<file path="config.mk">
export PLATFORM = sky130hd
export DESIGN_NAME = bsd_raster_pos
export DESIGN_NICKNAME = d
export VERILOG_FILES = /design/src/sv/bsd_pkg.sv /design/src/sv/bsd_raster_pos.sv
export SDC_FILE = /design/constraint.sdc
export NUM_CORES = 1
export LEC_CHECK = 0
export ABC_AREA = 1
export BUFFER_PORTS_ARGS = -buffer_cell sky130_fd_sc_hd__buf_2
export CORE_MARGIN = 4
export CORE_UTILIZATION = 50
export DETAILED_ROUTE_END_ITERATION = 12
export PLACE_DENSITY = 0.71
export SLEW_MARGIN = 10
export SYNTH_ARGS = -nofsm -noshare
export SYNTH_HDL_FRONTEND = slang
export SYNTH_SLANG_ARGS = --single-unit
</file>
<file path="constraint.sdc">
create_clock -name i_clk -period 2.36 [get_ports i_clk]
set_input_delay 0.118 -clock i_clk [delete_from_list [all_inputs] [get_ports i_clk]]
set_output_delay 0.118 -clock i_clk [all_outputs]
set_load 0.05 [all_outputs]
</file>
<file path="src/sv/bsd_pkg.sv">
// Shared types, widths and register codes for the 2x2 box downsampler.
// No dependencies; every other file imports this package.
`timescale 1ns / 1ps
`default_nettype none

package bsd_pkg;

    localparam int CH_W      = 8;
    localparam int SUM_W     = CH_W + 1;
    localparam int PIX_W     = 3 * CH_W;
    localparam int PAIR_W    = 3 * SUM_W;
    localparam int CFG_W     = 12;
    localparam int CFG_IDX_W = 2;

    localparam int MAX_COLUMNS_DEF = 2048;
    localparam int MAX_ROWS_DEF    = 2048;

    localparam logic [CFG_W-1:0] SRC_COLUMNS_RST = 12'd1280;
    localparam logic [CFG_W-1:0] SRC_ROWS_RST    = 12'd960;

    localparam logic [CFG_IDX_W-1:0] CFG_SRC_COLUMNS = 2'd0;
    localparam logic [CFG_IDX_W-1:0] CFG_SRC_ROWS    = 2'd1;

    typedef struct packed {
        logic odd_col;
        logic odd_row;
        logic last_blk;
    } t_pos_info;

    function automatic int unsigned eff_size(logic [CFG_W-1:0] v, int unsigned limit);
        if (v == '0) begin
            return 1;
        end
        if (32'(v) > limit) begin
            return limit;
        end
        return 32'(v);
    endfunction

endpackage

`default_nettype wire

</file>
<file path="src/sv/bsd_raster_pos.sv">
// Raster position tracker: column and row counters, slot index and block flags.
// Depends on bsd_pkg for the position info struct.
`timescale 1ns / 1ps
`default_nettype none

module bsd_raster_pos
    import bsd_pkg::*;
#(
    parameter int MAX_COLUMNS = MAX_COLUMNS_DEF,
    parameter int MAX_ROWS    = MAX_ROWS_DEF,
    parameter int CW          = $clog2(MAX_COLUMNS + 1),
    parameter int RW          = $clog2(MAX_ROWS + 1),
    parameter int SW          = (MAX_COLUMNS / 2 > 1) ? $clog2(MAX_COLUMNS / 2) : 1
) (
    input  wire logic          i_clk,
    input  wire logic          i_rst_n,
    input  wire logic          i_restart,
    input  wire logic          i_advance,
    input  wire logic [CW-1:0] i_cols,
    input  wire logic [RW-1:0] i_rows,
    output t_pos_info          o_info,
    output logic      [SW-1:0] o_slot
);

    localparam int CPW = $clog2(MAX_COLUMNS);
    localparam int RPW = $clog2(MAX_ROWS);

    logic [CPW-1:0] r_col, n_col;
    logic [RPW-1:0] r_row, n_row;
    logic           w_col_end;
    logic           w_row_end;
    logic [CW-1:0]  w_last_col;
    logic [RW-1:0]  w_last_row;

    assign w_col_end  = (CW'(r_col) == (i_cols - CW'(1)));
    assign w_row_end  = (RW'(r_row) == (i_rows - RW'(1)));
    assign w_last_col = {i_cols[CW-1:1], 1'b0} - CW'(1);
    assign w_last_row = {i_rows[RW-1:1], 1'b0} - RW'(1);

    always_comb begin
        n_col = r_col;
        n_row = r_row;
        if (i_restart) begin
            n_col = '0;
            n_row = '0;
        end else if (i_advance) begin
            if (w_col_end) begin
                n_col = '0;
                n_row = w_row_end ? '0 : r_row + RPW'(1);
            end else begin
                n_col = r_col + CPW'(1);
            end
        end
    end

    always_ff @(posedge i_clk) begin
        if (!i_rst_n) begin
            r_col <= '0;
            r_row <= '0;
        end else begin
            r_col <= n_col;
            r_row <= n_row;
        end
    end

    assign o_info.odd_col  = r_col[0];
    assign o_info.odd_row  = r_row[0];
    assign o_info.last_blk = (CW'(r_col) == w_last_col) && (RW'(r_row) == w_last_row);
    assign o_slot          = SW'(r_col >> 1);

endmodule

`default_nettype wire

</file>
==> impl_metrics.yaml <==
placed_design:
  dp.cells: 599
  placed_area_um2: 2990
  dp.final_hpwl_um: 6410
  finalWeightedCongestion: 0.936
  port_buffers: 40
  pre_cts_slack_ns: 0.167
yosys:
  synth-seq-cells: 22
  ys_warn_count: 0
  number_of_enable_type_register_cells_in_the_synthesized_netlist: 0
  ys.flop_type: "sky130_fd_sc_hd__dfxtp_1"
  net_count_synth: 529
  yosysUniqueCellTypes: 35
  mappedNetlistArea_um2: 2730
  fraction_of_the_yosys_area_taken_by_sequential_cells_pct: 16.1
  syn_area_per_cell_um2: 5.52
  async_reset_ff_share_pct: 0
  syn_inst: 495
cts:
  tritoncts: "yes"
  cts-root-buf: "sky130_fd_sc_hd__clkbuf_8"
  cts_hold_repair.buffers: 0
  insertion_delay_ns: 0.27
  numClockSinks: 22
  cts.clk_slew.worst_paths_ns: 0.08
  cts_made_buffers: 3
  clock_tree.htree_level_count: 1
  cts-root-to-sink-buffers: 2
global_routing:
  antenna_found_initial: 0
  maximum_number_of_pins_on_one_net_before_global_route_repair: 22
  first_global_vias: 2827
  grt_overflow: 0
  grt_use_total_pct: 24.3
  wire_length_of_the_first_global_routing_pass_um: 12900
timing:
  final_period_minus_worst_setup_slack_ns: 2.08
  fin_setup_tns_ns: 0
  maxSlewViolCount: 0
  worst_pin_slew_ns: 0.459
  timing.final.setup_violations: 0
  setup_ws_ns: 0.275
  rsz0062_at_grt: "no"
  final.setup_skew_ns: 0.00364
  timing.final.hold_violations: 0
  finalHoldWorstSlack_ns: 0.178
  final_min_period_over_clock_period_pct: 88.3
  timing.slew.headroom_pct: 69.3
  timing.fmax_mhz: 480
critical_path:
  critical-path-slowest-cell: "sky130_fd_sc_hd__ha_1"
  rr_startpoint: "r_col[3]"
  crit_path_start_kind: "primary input"
  crit_arrival_ns: 1.97
  r2r_setup_slack_ns: 0.38
  critPathCapture: "o_info[0]"
  critical-path-max-stage-delay_ns: 0.27
  cp.depth: 13
  timing_worst_setup_path_type: "in2out"
  setup.worst_path.start: "i_cols[1]"
  critPathCaptureType: "primary output"
  crit_chain: "buf_2, inv_1, ha_1, nand2_1, nor2_1, nand3_1, nand2_1, o21a_1, o211ai_1, nor2_1, nand3_1, nor2_1, clkbuf_4"
  worst_r2r_endpoint: "r_col[9]"
  worst_r2r_path_depth: 12
  critical_path.max_fanout: 5
  critical_path_required_ns: 2.24
  buffers_and_inverters_on_the_worst_path: 3
  worst_path_dominant_cell_family: "simple AND/OR/NAND/NOR gates"
  critPathMostFrequentCell: "sky130_fd_sc_hd__nor2_1"
cells_and_area:
  final-instance-count-excl-fill: 603
  most_frequent_cells_in_the_layout: "sky130_fd_sc_hd__nand2_1, sky130_fd_sc_hd__inv_1, sky130_fd_sc_hd__nor2_1, sky130_fd_sc_hd__nand3_1, sky130_fd_sc_hd__buf_2"
  final_core_util_pct: 58.5
  insertedDiodeCount: 0
  areaGrowthSynthToFinish_pct: 11.4
  fin_nets: 568
  layout_commonest_cell: "sky130_fd_sc_hd__nand2_1"
  drive_above_1_share_pct: 11.8
  fin_area_um2: 3050
route:
  number_of_vias_after_detailed_routing: 3127
  antenna_left: 0
  detail_route.drc_violations: 0
  viasPerCell: 5.19
  drt_pass1_iterations: 5
  avgRoutedWirePerCell_um: 12.9
  wl_um: 7770
  dr.first_iter.drc_count: 280
hold_path:
  hold_path.class: "in2reg"
  worst_hold_startpoint: "i_advance"
floorplan:
  core.rowCount: 26
  die-width_um: 81.9
  die_height_um: 81.9
  design.portCount: 41
  design.core.area_um2: 5200
  floorplan.initialDensity_pct: 52.5
  design.die.area_um2: 6710
flow_run:
  drv_cap: 0
run_status:
  run_status: "finished, final reports clean"
power:
  irDropWorstVdd_mv: 0.363
  finalPower_mw: 0.889
  pwr_density_cell_nw_per_um2: 292
  leakagePower_nw: 1.56
cells in the mapped netlist, types with 2 or more instances:
library cell / number / area (um^2)
sky130_fd_sc_hd__a21oi_1: 4 / 20.0
sky130_fd_sc_hd__a22oi_1: 2 / 15.0
sky130_fd_sc_hd__buf_2: 2 / 10.0
sky130_fd_sc_hd__buf_6: 2 / 22.5
sky130_fd_sc_hd__clkbuf_1: 4 / 15.0
sky130_fd_sc_hd__dfxtp_1: 22 / 440
sky130_fd_sc_hd__ha_1: 6 / 75.1
sky130_fd_sc_hd__inv_1: 72 / 270
sky130_fd_sc_hd__nand2_1: 171 / 642
sky130_fd_sc_hd__nand3_1: 48 / 240
sky130_fd_sc_hd__nand3b_1: 3 / 22.5
sky130_fd_sc_hd__nand4_1: 20 / 125
sky130_fd_sc_hd__nor2_1: 63 / 236
sky130_fd_sc_hd__nor2_2: 8 / 50.1
sky130_fd_sc_hd__nor2_4: 4 / 45.0
sky130_fd_sc_hd__nor3_1: 2 / 10.0
sky130_fd_sc_hd__nor4_1: 2 / 12.5
sky130_fd_sc_hd__o21a_1: 2 / 15.0
sky130_fd_sc_hd__o21ai_0: 7 / 35.0
sky130_fd_sc_hd__o22ai_1: 2 / 12.5
sky130_fd_sc_hd__or2_1: 2 / 12.5
sky130_fd_sc_hd__xnor2_1: 10 / 87.6
sky130_fd_sc_hd__xor2_1: 25 / 219
report_power, final:
| part | leakage (nW) | total, mW | internal, mW | switching [mW] |
|---|---|---|---|---|
| Combinational | 1.36 | 0.241 | 0.0832 | 0.157 |
| Clock | 0.0288 | 0.275 | 0.149 | 0.126 |
| Sequential | 0.177 | 0.374 | 0.372 | 0.00189 |
| Total | 1.56 | 0.889 | 0.604 | 0.285 |
worst reg2reg max path: cells and delay by family (launching register included):
kind                   cells  cell delay, ns
buffers and inverters      2            0.20
DFF                        1            0.44
and+or+nand+nor           10            1.25
sequential cells by signal, summed over array words and instances, names as in the netlist:
name / flops
r_col: 11
r_row: 11
final cells by class:
| type | instances | area [um^2] |
|---|---|---|
| flip-flops and latches | 22 | 440 |
| fillers | 543 | 2160 |
| multi-input cells | 391 | 1960 |
| repair buffers | 43 | 225 |
| well taps | 70 | 87.6 |
| inverters | 73 | 274 |
| clock buffers | 4 | 55.1 |
metal layers:
metal	track usage (%)	wire length [um]	up-vias
met1	34.7	3660	1374
li1	-	-	1627
met4	4.82	85	0
met2	40.1	3520	117
met5	0	0	-
met3	1.54	500	9
worst min-delay path by stage:
stage / to / slack [ns] / cells after the start
global route: r_col[0] / 0.21 / 4
CTS: r_col[0] / 0.18 / 4
finish: r_col[0] / 0.18 / 4
floorplan: r_col[0] / 0.31 / 3
detailed placement: r_col[1] / 0.47 / 4
global placement: r_col[1] / 0.47 / 4
cells by family after synthesis:
| group | after synthesis | share of synthesized area, % |
|---|---|---|
| compound gates | 24 | 5.58 |
| flops | 22 | 16.1 |
| fa+ha+maj | 6 | 2.75 |
| buf+inv | 82 | 12.0 |
| simple gates | 326 | 52.3 |
| xor+xnor | 35 | 11.2 |
repair_timing:
action                                  4_1_cts  5_1_grt
resized for setup                             0        1
endpoints found under the setup margin        0        1
setup buffers                                 0        0
endpoints found under the hold margin         0        0
Power figures use the tool's default switching activity.
